`config.mk`:
```
export PLATFORM = sky130hd
export DESIGN_NAME = neighbor_table_parent_select_top
export DESIGN_NICKNAME = d
export VERILOG_FILES = /design/src/hdl/nts_pkg.sv /design/src/hdl/nts_cell.sv /design/src/hdl/neighbor_table_parent_select_top.sv
export SDC_FILE = /design/constraint.sdc
export NUM_CORES = 1
export LEC_CHECK = 0
export BUFFER_PORTS_ARGS = -buffer_cell sky130_fd_sc_hd__buf_2
export CAP_MARGIN = 30
export CORE_MARGIN = 4
export CORE_UTILIZATION = 33
export DETAILED_ROUTE_END_ITERATION = 10
export PLACE_DENSITY_LB_ADDON = 0.08
export SYNTH_ARGS = -nofsm -noshare
export SYNTH_HDL_FRONTEND = slang
export SYNTH_HIERARCHICAL = 1
export SYNTH_SLANG_ARGS = --single-unit
```
`constraint.sdc`:
```
create_clock -name clock -period 16.3 [get_ports clock]
set_input_delay 0 -clock clock [delete_from_list [all_inputs] [get_ports clock]]
set_output_delay 0 -clock clock [all_outputs]
set_load 0.005 [all_outputs]
```
`src/hdl/nts_pkg.sv`:
```
// ---------------------------------------------------------------------------
// nts_pkg
// Shared constants and types for the neighbor table and parent selection.
// ---------------------------------------------------------------------------
package nts_pkg;

   localparam int ENTRIES   = 8;
   localparam int IDX_W     = $clog2(ENTRIES);
   localparam int ADDR_W    = 16;
   localparam int HOPS_W    = 7;
   localparam int TICK_W    = 8;
   localparam int HOP_LIMIT = 16;

   localparam logic [ADDR_W-1:0] EMPTY_ADDR    = 16'hFF80;
   localparam logic [HOPS_W-1:0] EMPTY_HOPS    = HOPS_W'(HOP_LIMIT + 1);
   localparam logic [HOPS_W-1:0] HOPS_LIMIT    = HOPS_W'(HOP_LIMIT);
   localparam logic [HOPS_W-1:0] HOPS_MAX      = '1;
   localparam logic [HOPS_W-1:0] TIMEOUT_RESET = 7'd6;

   localparam logic ACTION_PACKET = 1'b0;
   localparam logic ACTION_TICK   = 1'b1;

   typedef enum logic {
      CSR_LOCAL_ADDRESS  = 1'b0,
      CSR_PARENT_TIMEOUT = 1'b1
   } csr_index_type;

   typedef enum logic [2:0] {
      OP_NOP,
      OP_HEARD,
      OP_PURGE,
      OP_FILL,
      OP_SWEEP
   } cell_op_type;

   typedef struct packed {
      cell_op_type       op;
      logic [IDX_W-1:0]  slot;
      logic [ADDR_W-1:0] addr;
      logic [HOPS_W-1:0] hops;
   } cell_cmd_type;

   typedef struct packed {
      logic              hit_found;
      logic [IDX_W-1:0]  hit_idx;
      logic              srch_found;
      logic [IDX_W-1:0]  srch_idx;
      logic [HOPS_W-1:0] srch_hops;
      logic [ADDR_W-1:0] srch_addr;
      logic [ADDR_W-1:0] par_addr;
      logic [HOPS_W-1:0] par_hops;
      logic              par_heard;
   } chain_type;

   function automatic logic [HOPS_W-1:0] hops_plus_one(input logic [HOPS_W-1:0] h);
      return (h == HOPS_MAX) ? HOPS_MAX : h + 1'b1;
   endfunction

endpackage

```
`src/hdl/nts_cell.sv`:
```
// ---------------------------------------------------------------------------
// nts_cell
// One neighbor entry: address, hop count and heard flag, with its link in
// the lookup, parent search and parent read chain.
// ---------------------------------------------------------------------------
module nts_cell (
   input  logic                       clock,
   input  logic                       reset,
   input  logic [nts_pkg::IDX_W-1:0]  cell_idx,
   input  nts_pkg::cell_cmd_type      cmd,
   input  logic [nts_pkg::ADDR_W-1:0] key_addr,
   input  logic [nts_pkg::IDX_W-1:0]  parent_slot,
   input  logic                       excl_parent,
   input  nts_pkg::chain_type         chain_in,
   output nts_pkg::chain_type         chain_out
);
   import nts_pkg::*;

   logic [ADDR_W-1:0] addr_ff, addr_in;
   logic [HOPS_W-1:0] hops_ff, hops_in;
   logic              heard_ff, heard_in;
   logic              mine;
   logic              is_parent;
   logic              qualify;

   assign mine      = (cmd.slot == cell_idx);
   assign is_parent = (parent_slot == cell_idx);
   assign qualify   = heard_ff && (hops_ff < HOPS_LIMIT) && !(excl_parent && is_parent);

   always_comb begin
      chain_out = chain_in;
      if (!chain_in.hit_found && addr_ff == key_addr) begin
         chain_out.hit_found = 1'b1;
         chain_out.hit_idx   = cell_idx;
      end
      if (!chain_in.srch_found && qualify) begin
         chain_out.srch_found = 1'b1;
         chain_out.srch_idx   = cell_idx;
         chain_out.srch_hops  = hops_ff;
         chain_out.srch_addr  = addr_ff;
      end
      if (is_parent) begin
         chain_out.par_addr  = addr_ff;
         chain_out.par_hops  = hops_ff;
         chain_out.par_heard = heard_ff;
      end
   end

   always_comb begin
      addr_in  = addr_ff;
      hops_in  = hops_ff;
      heard_in = heard_ff;
      unique case (cmd.op)
         OP_HEARD: begin
            if (mine) begin
               hops_in  = cmd.hops;
               heard_in = 1'b1;
            end
         end
         OP_PURGE: begin
            if (mine) begin
               addr_in  = EMPTY_ADDR;
               hops_in  = cmd.hops;
               heard_in = 1'b1;
            end
         end
         OP_FILL: begin
            if (mine) begin
               addr_in  = cmd.addr;
               hops_in  = cmd.hops;
               heard_in = 1'b1;
            end
         end
         OP_SWEEP: begin
            if (!heard_ff) begin
               addr_in = EMPTY_ADDR;
               hops_in = EMPTY_HOPS;
            end
            heard_in = 1'b0;
         end
         default: begin
         end
      endcase
   end

   always_ff @(posedge clock) begin
      if (reset) begin
         addr_ff  <= EMPTY_ADDR;
         hops_ff  <= EMPTY_HOPS;
         heard_ff <= 1'b0;
      end else begin
         addr_ff  <= addr_in;
         hops_ff  <= hops_in;
         heard_ff <= heard_in;
      end
   end

endmodule

```
`src/hdl/neighbor_table_parent_select_top.sv`:
```
// ---------------------------------------------------------------------------
// neighbor_table_parent_select_top
// Neighbor cache of eight entries with routing parent selection and aging.
// ---------------------------------------------------------------------------
// the request beat is registered into execute; execute runs the lookup through
// the cell chain, updates the cells and registers the result beat, and it waits
//   while an older result is still unaccepted; no new beat is taken until then
// reset: synchronous; every entry reads empty, no parent, hops 17, right away
module neighbor_table_parent_select_top (
   input  logic        clock,
   input  logic        reset,
   input  logic        req_tvalid,
   output logic        req_tready,
   // sender_addr[15:0], sender_hops[22:16], dest_addr[38:23]
   input  logic [39:0] req_tdata,
   // action[0]
   input  logic [0:0]  req_tuser,
   output logic        rsp_tvalid,
   input  logic        rsp_tready,
   // forward[0], next_hop[16:1], our_hops[23:17], have_parent[24], new_parent[25]
   output logic [31:0] rsp_tdata,
   input  logic        csr_we,
   input  logic [0:0]  csr_index,
   input  logic [15:0] csr_wdata
);
   import nts_pkg::*;

   typedef enum logic {
      ST_IDLE,
      ST_EXEC
   } state_type;

   state_type         state_ff;
   logic              rsp_valid_ff;
   logic [31:0]       rsp_data_ff;

   logic              action_ff;
   logic [ADDR_W-1:0] saddr_ff;
   logic [HOPS_W-1:0] shops_ff;
   logic [ADDR_W-1:0] daddr_ff;

   logic [ADDR_W-1:0] local_addr_ff;
   logic [HOPS_W-1:0] timeout_ff;

   logic              pv_ff, pv_in;
   logic [IDX_W-1:0]  ps_ff, ps_in;
   logic [HOPS_W-1:0] hd_ff, hd_in;
   logic [IDX_W-1:0]  fp_ff, fp_in;
   logic [TICK_W-1:0] tick_ff, tick_in;

   chain_type         chain_w [ENTRIES+1];
   chain_type         ch;
   cell_cmd_type      cmd;

   logic              commit;
   logic              is_pkt, own, known, purge, fill, take, sweep, reselect, search_use;
   logic              fwd;
   logic [ADDR_W-1:0] next_hop;
   logic [31:0]       rsp_data_in;

   assign req_tready = (state_ff == ST_IDLE);
   assign rsp_tvalid = rsp_valid_ff;
   assign rsp_tdata  = rsp_data_ff;
   assign commit     = (state_ff == ST_EXEC) && (!rsp_valid_ff || rsp_tready);

   assign chain_w[0] = '0;
   assign ch         = chain_w[ENTRIES];

   for (genvar i = 0; i < ENTRIES; i++) begin : g_cell
      nts_cell u_cell (
         .clock       (clock),
         .reset       (reset),
         .cell_idx    (IDX_W'(i)),
         .cmd         (cmd),
         .key_addr    (saddr_ff),
         .parent_slot (ps_ff),
         .excl_parent (is_pkt),
         .chain_in    (chain_w[i]),
         .chain_out   (chain_w[i+1])
      );
   end

   // decision logic for the item in execute
   always_comb begin
      is_pkt     = (action_ff == ACTION_PACKET);
      own        = (saddr_ff == local_addr_ff);
      known      = is_pkt && !own && ch.hit_found;
      fill       = is_pkt && !own && !ch.hit_found;
      purge      = known && pv_ff && (ch.hit_idx == ps_ff) && (shops_ff >= hd_ff);
      take       = fill && (pv_ff ? ((fp_ff != ps_ff) && (shops_ff < ch.par_hops))
                                  : (shops_ff < HOPS_LIMIT));
      sweep      = !is_pkt && (tick_ff > {1'b0, timeout_ff});
      reselect   = sweep && (!pv_ff || !ch.par_heard);
      search_use = purge || reselect;

      cmd.op   = OP_NOP;
      cmd.slot = ch.hit_idx;
      cmd.addr = saddr_ff;
      cmd.hops = shops_ff;
      if (commit) begin
         priority if (purge) begin
            cmd.op = OP_PURGE;
         end else if (known) begin
            cmd.op = OP_HEARD;
         end else if (fill) begin
            cmd.op   = OP_FILL;
            cmd.slot = fp_ff;
         end else if (sweep) begin
            cmd.op = OP_SWEEP;
         end
      end

      pv_in = pv_ff;
      ps_in = ps_ff;
      hd_in = hd_ff;
      if (take) begin
         pv_in = 1'b1;
         ps_in = fp_ff;
         hd_in = hops_plus_one(shops_ff);
      end else if (search_use) begin
         pv_in = ch.srch_found;
         if (ch.srch_found) begin
            ps_in = ch.srch_idx;
            hd_in = hops_plus_one(ch.srch_hops);
         end
      end

      fp_in = fp_ff;
      if (fill) begin
         fp_in = (fp_ff == IDX_W'(ENTRIES - 1)) ? '0 : fp_ff + 1'b1;
      end

      tick_in = tick_ff;
      if (!is_pkt) begin
         tick_in = (sweep ? '0 : tick_ff) + 1'b1;
      end

      next_hop = '0;
      if (pv_in) begin
         priority if (take) begin
            next_hop = saddr_ff;
         end else if (search_use) begin
            next_hop = ch.srch_addr;
         end else if (fill && fp_ff == ps_ff) begin
            next_hop = saddr_ff;
         end else begin
            next_hop = ch.par_addr;
         end
      end

      fwd = is_pkt && (daddr_ff == local_addr_ff) && pv_in && (hd_in <= HOPS_LIMIT);

      rsp_data_in = {6'b0, take, pv_in, hd_in, next_hop, fwd};
   end

   always_ff @(posedge clock) begin
      if (reset) begin
         pv_ff   <= 1'b0;
         ps_ff   <= '0;
         hd_ff   <= EMPTY_HOPS;
         fp_ff   <= '0;
         tick_ff <= '0;
      end else if (commit) begin
         pv_ff   <= pv_in;
         ps_ff   <= ps_in;
         hd_ff   <= hd_in;
         fp_ff   <= fp_in;
         tick_ff <= tick_in;
      end
   end

   always_ff @(posedge clock) begin
      if (reset) begin
         local_addr_ff <= '0;
         timeout_ff    <= TIMEOUT_RESET;
      end else if (csr_we) begin
         unique case (csr_index_type'(csr_index))
            CSR_LOCAL_ADDRESS:  local_addr_ff <= csr_wdata;
            CSR_PARENT_TIMEOUT: timeout_ff    <= csr_wdata[HOPS_W-1:0];
            default: begin
            end
         endcase
      end
   end

   always_ff @(posedge clock) begin
      if (reset) begin
         state_ff     <= ST_IDLE;
         rsp_valid_ff <= 1'b0;
      end else begin
         if (commit) begin
            rsp_valid_ff <= 1'b1;
         end else if (rsp_tready) begin
            rsp_valid_ff <= 1'b0;
         end
         unique case (state_ff)
            ST_IDLE: begin
               if (req_tvalid) begin
                  state_ff  <= ST_EXEC;
                  action_ff <= req_tuser[0];
                  saddr_ff  <= req_tdata[15:0];
                  shops_ff  <= req_tdata[22:16];
                  daddr_ff  <= req_tdata[38:23];
               end
            end
            ST_EXEC: begin
               if (commit) begin
                  state_ff    <= ST_IDLE;
                  rsp_data_ff <= rsp_data_in;
               end
            end
            default: state_ff <= ST_IDLE;
         endcase
      end
   end

`ifndef ASSERT_OFF
   a_accept_exec: assert property (@(posedge clock) disable iff (reset)
      (req_tvalid && req_tready) |=> (state_ff == ST_EXEC))
      else $error("accepted beat did not enter execute");

   a_rsp_from_exec: assert property (@(posedge clock) disable iff (reset)
      $rose(rsp_tvalid) |-> $past(state_ff == ST_EXEC))
      else $error("result raised without an execute cycle");

   a_new_parent_valid: assert property (@(posedge clock) disable iff (reset)
      (rsp_tvalid && rsp_tdata[25]) |-> rsp_tdata[24])
      else $error("new parent reported without a parent");

   a_forward_parent: assert property (@(posedge clock) disable iff (reset)
      (rsp_tvalid && rsp_tdata[0]) |-> (rsp_tdata[24] && rsp_tdata[23:17] <= HOPS_LIMIT))
      else $error("forward without a usable parent");
`endif

endmodule
```
==> Word-level counts from Yosys, hierarchy flattened <==
Index checks and enable logic that the tools add are counted.
{ "classes": {"n_addsub": 4, "n_lt_le_gt_ge": 13, "n_eq_ne": 66, "mux": 125, "n_bitwise": 4, "reduce_logical": 122} }
{ "op_table": {"columns": ["cell", "count"], "rows": [
  ["16-bit two-way mux", 27],
  ["16-bit one-hot mux with 3 select lines", 8],
  ["27-bit two-way mux", 8],
  ["24-bit two-way mux", 8],
  ["16-bit equality test", 10],
  ["7-bit two-way mux", 21],
  ["7-bit one-hot mux with 2 select lines", 8],
  ["7-bit by 5-bit less-than comparator with 1-bit output, second input constant", 9],
  ["1-bit logical AND", 53],
  ["2-bit by 1-bit != test with 1-bit output, second input constant", 24],
  ["3-bit two-way mux", 11],
  ["3-bit AND reduction", 11],
  ["4-bit two-way mux", 8],
  ["4-bit AND reduction", 8],
  ["3-bit equality test, second input constant", 10],
  ["1-bit zero test", 27],
  ["2-bit AND reduction", 12],
  ["3-bit by 2-bit equality test with 1-bit output, second input constant", 6],
  ["1-bit one-hot mux with 2 select lines", 9],
  ["2-bit != test, second input constant", 8],
  ["1-bit two-way mux", 15],
  ["7-bit by 1-bit adder with 7-bit output, second input constant", 2],
  ["7-bit equality test, second input constant", 2],
  ["3-bit by 1-bit equality test with 1-bit output, second input constant", 3],
  ["16 further kinds", 26]
]} }
{ "totals": {"regBits": 305, "inputBits": 63, "output_inout_bits": 34} }

==> Logic depth before layout (Yosys ltp) <==
Gate-level depths: netlist of the first run.
{ "logic_depth": {"ltp_word": 33, "mapped_depth": 23, "depth_no_buf": 22} }

==> Hierarchy <==
Netlist of the first run, hierarchy kept.
{ "by_module_without_submodules": {"columns": ["module", "n_inst", "cells_per_inst", "area_per_inst_um2"], "rows": [
  ["nts_cell", 8, 206, 1814.2],
  ["neighbor_table_parent_select_top", 1, 551, 5820.6]
]} }

==> Least setup slack after synthesis of the first run <==
OpenSTA, ideal clock, no wires.
{ "synth_timing": {"path_type": "reg2reg", "from": "register saddr_ff[10]", "to": "register g_cell[0].u_cell.addr_ff[14]", "setup_time_ps": 132, "arrival_ps": 5890, "required_ps": 16168, "path_slack_ps": 10278, "stages_incl_launch_ff": 24, "path_cell_list": "edfxtp_1 > xor2_1 > nor4_1 > nand4_1 > nand2b_1 > nor2_1 > mux2_2 > mux2_2 > mux2_2 > mux2_2 > mux2_2 > mux2_2 > mux2_2 > xnor2_1 > nand3_1 > nor3_1 > nand2_1 > a21oi_1 > nor2_1 > nand3b_1 > o21ai_1 > clkbuf_1 > nor3_1 > a21oi_1"} }
{ "synth_rtl": {"columns": ["element", "line", "source"], "rows": [
  ["from (decl)", "neighbor_table_parent_select_top.sv:38", "logic [ADDR_W-1:0] saddr_ff;"],
  ["from (signal assigned)", "neighbor_table_parent_select_top.sv:201", "saddr_ff <= req_tdata[15:0];"],
  ["to (signal assigned)", "nts_cell.sv:92", "addr_ff <= addr_in;"],
  ["to (decl)", "nts_cell.sv:19", "logic [ADDR_W-1:0] addr_ff, addr_in;"]
]} }

==> run_results.csv, run 1 <==
group,metric,value,unit
status,outcome,"completed",
worst_setup_path,cp_slowest_cell,"a21oi_2",
job,drv_cap,0,
synthesis,synthCells,2199,
global_routing,antenna_found_initial,1,
synthesis,synth_simple_gate_area_frac,0.191,
synthesis,synth_warnings,6,
worst_setup_path,crit_fanout,18,
worst_setup_path,reg2reg_to,"g_cell[1].u_cell/hops_ff[2]",
synthesis,synth-seq-area-share,0.333,
synthesis,synth_area_per_cell,9.25,um2
floorplan,io_pins,97,
worst_setup_path,reg2reg_from,"saddr_ff[12]",
cts,clk_path_buf_depth,3,
cts,numCtsBuffers,39,
cells_and_area,drive_gt1_frac,0.259,
cells_and_area,final_nets,2571,
worst_setup_path,critPathLaunchType,"register",
placed_design,placed_area,0.0221,mm2
cells_and_area,fin_area,0.0241,mm2
sta,rsz0062_at_grt,"false",
floorplan,die-area,0.0657,mm2
synthesis,synth_top_family_by_area,"multiplexers",
cts,h-tree-depth,2,
drt,route.detailed.wl_per_inst,19.2,um
synthesis,synth_most_common_cell,"mux2_2",
synthesis,async_flop_share,0,
sta,drv_slew,0,
worst_setup_path,critPathMaxStageDelay,0.78,ns
floorplan,core,0.0607,mm2
drt,drt_iter0_drc,810,
placed_design,gp_congestion,0.833,
synthesis,synth_seq_cells,305,
sta,setup_ws,9.16,ns
placed_design,numPortBuffers,89,
floorplan,initial_core_util,0.335,
worst_setup_path,startpoint,"saddr_ff[12]",
synthesis,ys.flop_type,"dfxtp_1",
synthesis,synthDistinctLibCells,66,
worst_setup_path,criticalPathCategory,"reg2reg",
sta,skew,0.0102,ns
synthesis,yosys-top-cells-count,"403 x mux2_2, 239 x dfxtp_1, 177 x nor2_1",
synthesis,synth-xor-area-share,0.0965,
cts,numClockSinks,305,
sta,worst_pin_slew,0.988,ns
drt,final_antenna_net_count,0,
synthesis,synth_area_leaders,"dfxtp_1 24%, mux2_2 22%, edfxtp_1 9.7%",
drt,viasPerCell,5.00,
synthesis,synthMuxAreaShare,0.235,
worst_setup_path,worstRegToRegCells,21,
worst_setup_path,cp_common_cell,"mux2_2",
placed_design,pre_cts_ws,9.30,ns
placed_design,dp_hpwl,45600,um
sta,final_min_period_over_clock_period,0.438,
global_routing,grt_pass1_wl,98800,um
worst_setup_path,reg2reg_slack,9.16,ns
worst_setup_path,crit_arrival,7.62,ns
sta,fin_setup_tns,0,ns
cts,clk_pin_slew,0.06,ns
worst_setup_path,cp-end-kind,"register",
cells_and_area,area_delta_synth_final,18.6,%
floorplan,die_x,256,um
synthesis,synthAdderAreaFrac,0.0154,
cells_and_area,diodes,0,
cts,cts_tree,"yes",
synthesis,synth_largest_area_cell,"dfxtp_1",
cts,cts-resized-gates,0,
floorplan,rows,90,
worst_setup_path,critPathRequiredTime,16.78,ns
sta,fmax,0.140,GHz
drt,wirelength,63200,um
sta,final_hold_viol_count,0,
power_and_ir_drop,pwr_density_cell,81.9,mW/mm2
drt,drc_errors,0,
sta,period_minus_slack,7.14,ns
hold_path,hp-class,"in2reg",
global_routing,grt_max_degree,89,
power_and_ir_drop,p_leak,0.00903,uW
worst_setup_path,setup.worst_path.end,"g_cell[1].u_cell/hops_ff[2]",
cts,root_buffer,"clkbuf_16",
synthesis,yosysTopAreaCellShare,0.235,
global_routing,grt_pass1_vias,16900,
cts,clk-insertion-delay-late,0.56,ns
synthesis,synth-edff-count,66,
synthesis,synth-compound-area-share,0.0908,
sta,slew_headroom,0.341,
global_routing,overflow,0,
drt,vias,16500,
drt,firstDrtPassIters,6,
worst_setup_path,cp_cell_sequence,"buf_4, xor2_1, nor4_1, nand4_1, nand2b_1, nor2_1, mux2_2, mux2_2, mux2_2, mux2_2, mux2_2, mux2_2, xor2_1, nor3_1, nand2_1, a21oi_2, buf_4, nor2_1, nor3_1, nand2_1, a21oi_1",
global_routing,grt_use_total,0.188,
sta,setup_viol,0,
power_and_ir_drop,max-vdd-ir-drop,65.1,uV
floorplan,fp.dieH,256,um
synthesis,syn-cell-area,0.0203,mm2
[registers in the layout (all words and copies together), names as in the netlist]
| name | flops |
|---|---|
| rsp_tvalid | 1 |
| local_addr_ff | 16 |
| daddr_ff | 16 |
| action_ff | 1 |
| g_cell.u_cell/addr_ff | 128 |
| g_cell.u_cell/hops_ff | 56 |
| fp_ff | 3 |
| ps_ff | 3 |
| pv_ff | 1 |
| shops_ff | 7 |
| rsp_tdata | 26 |
| tick_ff | 8 |
| g_cell.u_cell/heard_ff | 8 |
| state_ff | 1 |
| hd_ff | 7 |
| saddr_ff | 16 |
| timeout_ff | 7 |
[timing repair]
action | CTS | global route
endpoints found under the hold margin | 97 | 0
setup buffers | 0 | 0
hold buffers | 62 | 0
[layout by cell type (no fill, tap or decap), types with 5 or more instances in the layout]
cell type	synthesis	layout
a211oi_1	21	21
a21oi_1	153	151
and3_1	16	16
buf_2	19	88
buf_4	7	52
bufinv_16	0	5
clkbuf_1	68	8
clkbuf_16	0	41
clkbuf_8	0	6
clkinv_1	0	6
conb_1	2	159
dfxtp_1	239	239
dlygate4sd3_1	0	62
edfxtp_1	66	66
ha_1	25	25
inv_1	33	33
mux2_2	403	403
mux2i_1	18	18
nand2_1	118	118
nand2b_1	78	78
nand3_1	142	142
nand3b_1	10	10
nand4_1	13	13
nor2_1	177	176
nor2b_1	27	27
nor3_1	103	103
nor3_4	8	8
nor4_1	35	35
o21ai_0	61	61
o21ai_2	0	8
o21bai_1	24	24
o22ai_1	11	11
or3_1	8	8
or4b_4	8	8
xnor2_1	59	59
xor2_1	165	165
[kinds of logic (layout without fill, tap and decap cells)]
group,count (synthesis),in the layout
AOI/OAI and AO/OA,310,310
muxes,425,425
DFF,305,305
other,2,159
and+or+nand+nor,756,756
xor gates and xnor gates,224,224
adders and majority gates,25,25
buffers and inverters,152,309
[how the worst min path moves through the flow]
| stage | slack [ns] | depth (start not counted) | endpoint | startpoint |
|---|---|---|---|---|
| after global placement | 0.18 | 1 | saddr_ff[15] | req_tdata[15] |
| after CTS | 0.11 | 2 | saddr_ff[15] | req_tdata[15] |
| final | 0.16 | 2 | saddr_ff[6] | req_tdata[6] |
| after detailed placement | 0.18 | 1 | saddr_ff[15] | req_tdata[15] |
| after floorplan | 0.1 | 0 | action_ff | req_tuser |
| after global routing | 0.13 | 2 | daddr_ff[2] | req_tdata[25] |
[cell type report]
cell class | instances | area [um2]
fillers | 6002 | 36600
multi-input cells | 1899 | 13400
flip-flops and latches | 305 | 6770
repair buffers | 203 | 1460
clock buffers | 55 | 1140
well taps | 782 | 978
clock inverters | 16 | 201
inverters | 35 | 131
[power breakdown]
part / internal, uW / switching (uW)
logic: 121 / 136
registers: 788 / 13.3
clock network: 565 / 352
[worst max-delay path: cells and delay by family, from the launching register on]
family                 cells  cell delay [ns]
buffers and inverters      2             0.65
multiplexers               6             1.60
flip-flops                 1             0.37
AND/OR/NAND/NOR            9             3.17
XOR/XNOR                   2             0.32
AO/OA/AOI/OAI              2             0.93
[through the flow]
step | utilization | total power (uW) | hold slack [ns] | instances
floorplan | - | 987 | 0.0989 | 2356
global placement | 0.365 | 1060 | 0.177 | 3161
detailed placement | 0.365 | 1060 | 0.178 | 3161
CTS | 0.397 | 2000 | 0.114 | 3294
global route | 0.397 | 2060 | 0.135 | 3295
finish | 0.397 | 1970 | 0.155 | 3295
[layer usage]
| metal | GRT usage | up-vias | share of wire |
|---|---|---|---|
| li1 | - | 8270 | - |
| met1 | 0.243 | 7787 | 0.46 |
| met2 | 0.323 | 306 | 0.47 |
| met3 | 0.0291 | 99 | 0.039 |
| met4 | 0.0567 | 0 | 0.028 |
| met5 | 0 | - | 0 |
Note: power is estimated with default switching activity, not from simulation.
==> run 2: changes to the inputs <==
Clock period 16.3 ns to 6.6 ns, I/O delays scaled along.
==> run 2 against run 1 <==
Largest power group unchanged. Sequential cell count is the same. Combinational power grew 150%. Cell count grew 0.85%. Fmax grew 21%. Register-to-register slack lost 8.5 ns. Sequential share of layout area shrank 0.24 points. Power grew 140%. Clock skew grew 0.010 ns. Die area is the same.
==> run_results.csv, run 2 (same netlist as run 1, synthesis figures left out) <==
group,metric,value,unit
status,outcome,"completed",
placed_design,pre_cts_ws,0.672,ns
drt,viasPerCell,4.99,
power_and_ir_drop,max-vdd-ir-drop,169,uV
sta,fin_setup_tns,0,ns
cts,numClockSinks,305,
placed_design,gp_congestion,0.839,
worst_setup_path,path_delay_family,"multiplexers",
sta,period_minus_slack,5.91,ns
floorplan,initial_core_util,0.335,
placed_design,placedCellCount,3193,
cells_and_area,mostFrequentLayoutCells,"403 x mux2_2, 239 x dfxtp_1, 176 x nor2_1, 165 x xor2_1, 159 x conb_1",
global_routing,antenna_found_initial,3,
cells_and_area,final_nets,2601,
cts,numCtsBuffers,39,
global_routing,overflow,0,
cells_and_area,n_fill_cell,6021,
cts,clk_path_buf_depth,3,
cts,clk_pin_slew,0.06,ns
hold_path,hp-class,"in2reg",
worst_setup_path,criticalPathCategory,"reg2reg",
drt,route.detailed.wl_per_inst,19.9,um
worst_setup_path,critPathMaxStageDelay,0.61,ns
cells_and_area,fin_cells,3323,
global_routing,grt_pass1_vias,16500,
drt,wirelength,66100,um
sta,final_min_period_over_clock_period,0.895,
cells_and_area,reg_top3,"g_cell.u_cell/addr_ff: 128 flops, g_cell.u_cell/hops_ff: 56 flops, rsp_tdata: 26 flops",
floorplan,io_pins,97,
cells_and_area,diodes,0,
worst_setup_path,cp-end-kind,"register",
floorplan,die-area,0.0657,mm2
worst_setup_path,critPathLaunchType,"register",
cts,h-tree-depth,2,
cells_and_area,drive_gt1_frac,0.269,
worst_setup_path,crit_fanout,21,
cells_and_area,area_delta_synth_final,19.6,%
placed_design,dp_hpwl,48900,um
worst_setup_path,crit_arrival,6.20,ns
floorplan,die_x,256,um
worst_setup_path,cp_cell_sequence,"xnor2_1, nand3_1, mux2_2, mux2_2, mux2_2, mux2_2, mux2_2, mux2_2, mux2_2, mux2_2, inv_1, ha_1, a21o_1, a211oi_1, o21ai_0, a21o_4, inv_2, a211oi_4, buf_4, a211oi_1",
drt,firstDrtPassIters,5,
sta,drv_slew,0,
global_routing,grt_max_degree,119,
drt,drt_iter0_drc,1114,
worst_setup_path,cp_common_cell,"mux2_2",
cts,root_buffer,"clkbuf_16",
drt,vias,16600,
worst_setup_path,crit_buf_inv,3,
sta,final_hold_viol_count,0,
cells_and_area,final_common_cell,"mux2_2",
sta,setup_ws,0.690,ns
cells_and_area,largest_register_ffs,128,
cts,clk-insertion-delay-late,0.57,ns
global_routing,grt_pass1_wl,102000,um
placed_design,numPortBuffers,89,
sta,worst_pin_slew,1.02,ns
floorplan,core,0.0607,mm2
sta,setup_viol,0,
drt,drc_errors,0,
worst_setup_path,cp_slowest_cell,"a211oi_4",
sta,rsz0062_at_grt,"false",
cells_and_area,top_register,"g_cell.u_cell/addr_ff",
worst_setup_path,critPathRequiredTime,6.89,ns
sta,skew,0.0205,ns
job,drv_cap,0,
floorplan,rows,90,
power_and_ir_drop,pwr_density_cell,196,mW/mm2
floorplan,fp.dieH,256,um
power_and_ir_drop,p_leak,0.00916,uW
global_routing,grt_use_total,0.197,
drt,final_antenna_net_count,0,
sta,slew_headroom,0.319,
cts,cts_tree,"yes",
sta,fmax,0.169,GHz
[run 2: changes by cell type in the layout (fill, tap and decap cells not counted), sizes merged]
cell	before	now
buf	141	172
bufinv	5	3
clkbuf	55	52
clkinv	10	12
clkinvlp	0	1
dlygate4sd3	62	61
[run 2: final cells by class]
| class | instances | area, um2 | area share |
|---|---|---|---|
| well taps | 782 | 978 | 0.0402 |
| clock buffers | 52 | 1080 | 0.0442 |
| clock inverters | 17 | 175 | 0.00720 |
| inverters | 35 | 131 | 0.00540 |
| repair buffers | 233 | 1770 | 0.0727 |
| multi-input cells | 1899 | 13400 | 0.552 |
| flip-flops and latches | 305 | 6770 | 0.278 |
[run 2: worst paths after layout]
check | startpoint | to | slack, ns | cells past startpoint
max | ps_ff[0] | rsp_tdata[1] | 0.69 | 20
min | reset | g_cell[0].u_cell/heard_ff | 0.03 | 2
min reg2reg | timeout_ff[5] | timeout_ff[5] | 0.45 | 2
max reg2reg | ps_ff[0] | rsp_tdata[1] | 0.69 | 20
[run 2: power breakdown]
group	switching, uW	total, uW	internal [uW]
sequential	46.3	1990	1950
clock	880	2140	1260
combinational	334	640	306
total	1260	4780	3520
[run 2: timing repair]
action,4_1_cts,5_1_grt
buffers inserted,0,0
hold buffers,61,0
resized for setup,0,0
hold endpoints to repair,65,0
[run 2: routing by layer]
metal,global-route usage,up-vias,wire (um),share of wire
li1,-,8348,-,-
met1,0.271,7833,31400,0.48
met2,0.325,322,30400,0.46
met3,0.0325,85,2920,0.044
met4,0.0445,2,1340,0.020
met5,0,-,13,0.00020
[run 2: metrics by stage]
stage / hold slack (ns) / utilization / instance area, um2 / total power (uW)
floorplan: 0.0989 / - / 20900 / 2440
global placement: 0.176 / 0.370 / 22400 / 2640
detailed placement: 0.178 / 0.370 / 22500 / 2640
CTS: 0.0526 / 0.401 / 24300 / 4840
global route: 0.110 / 0.401 / 24300 / 4990
finish: 0.0313 / 0.401 / 24300 / 4780
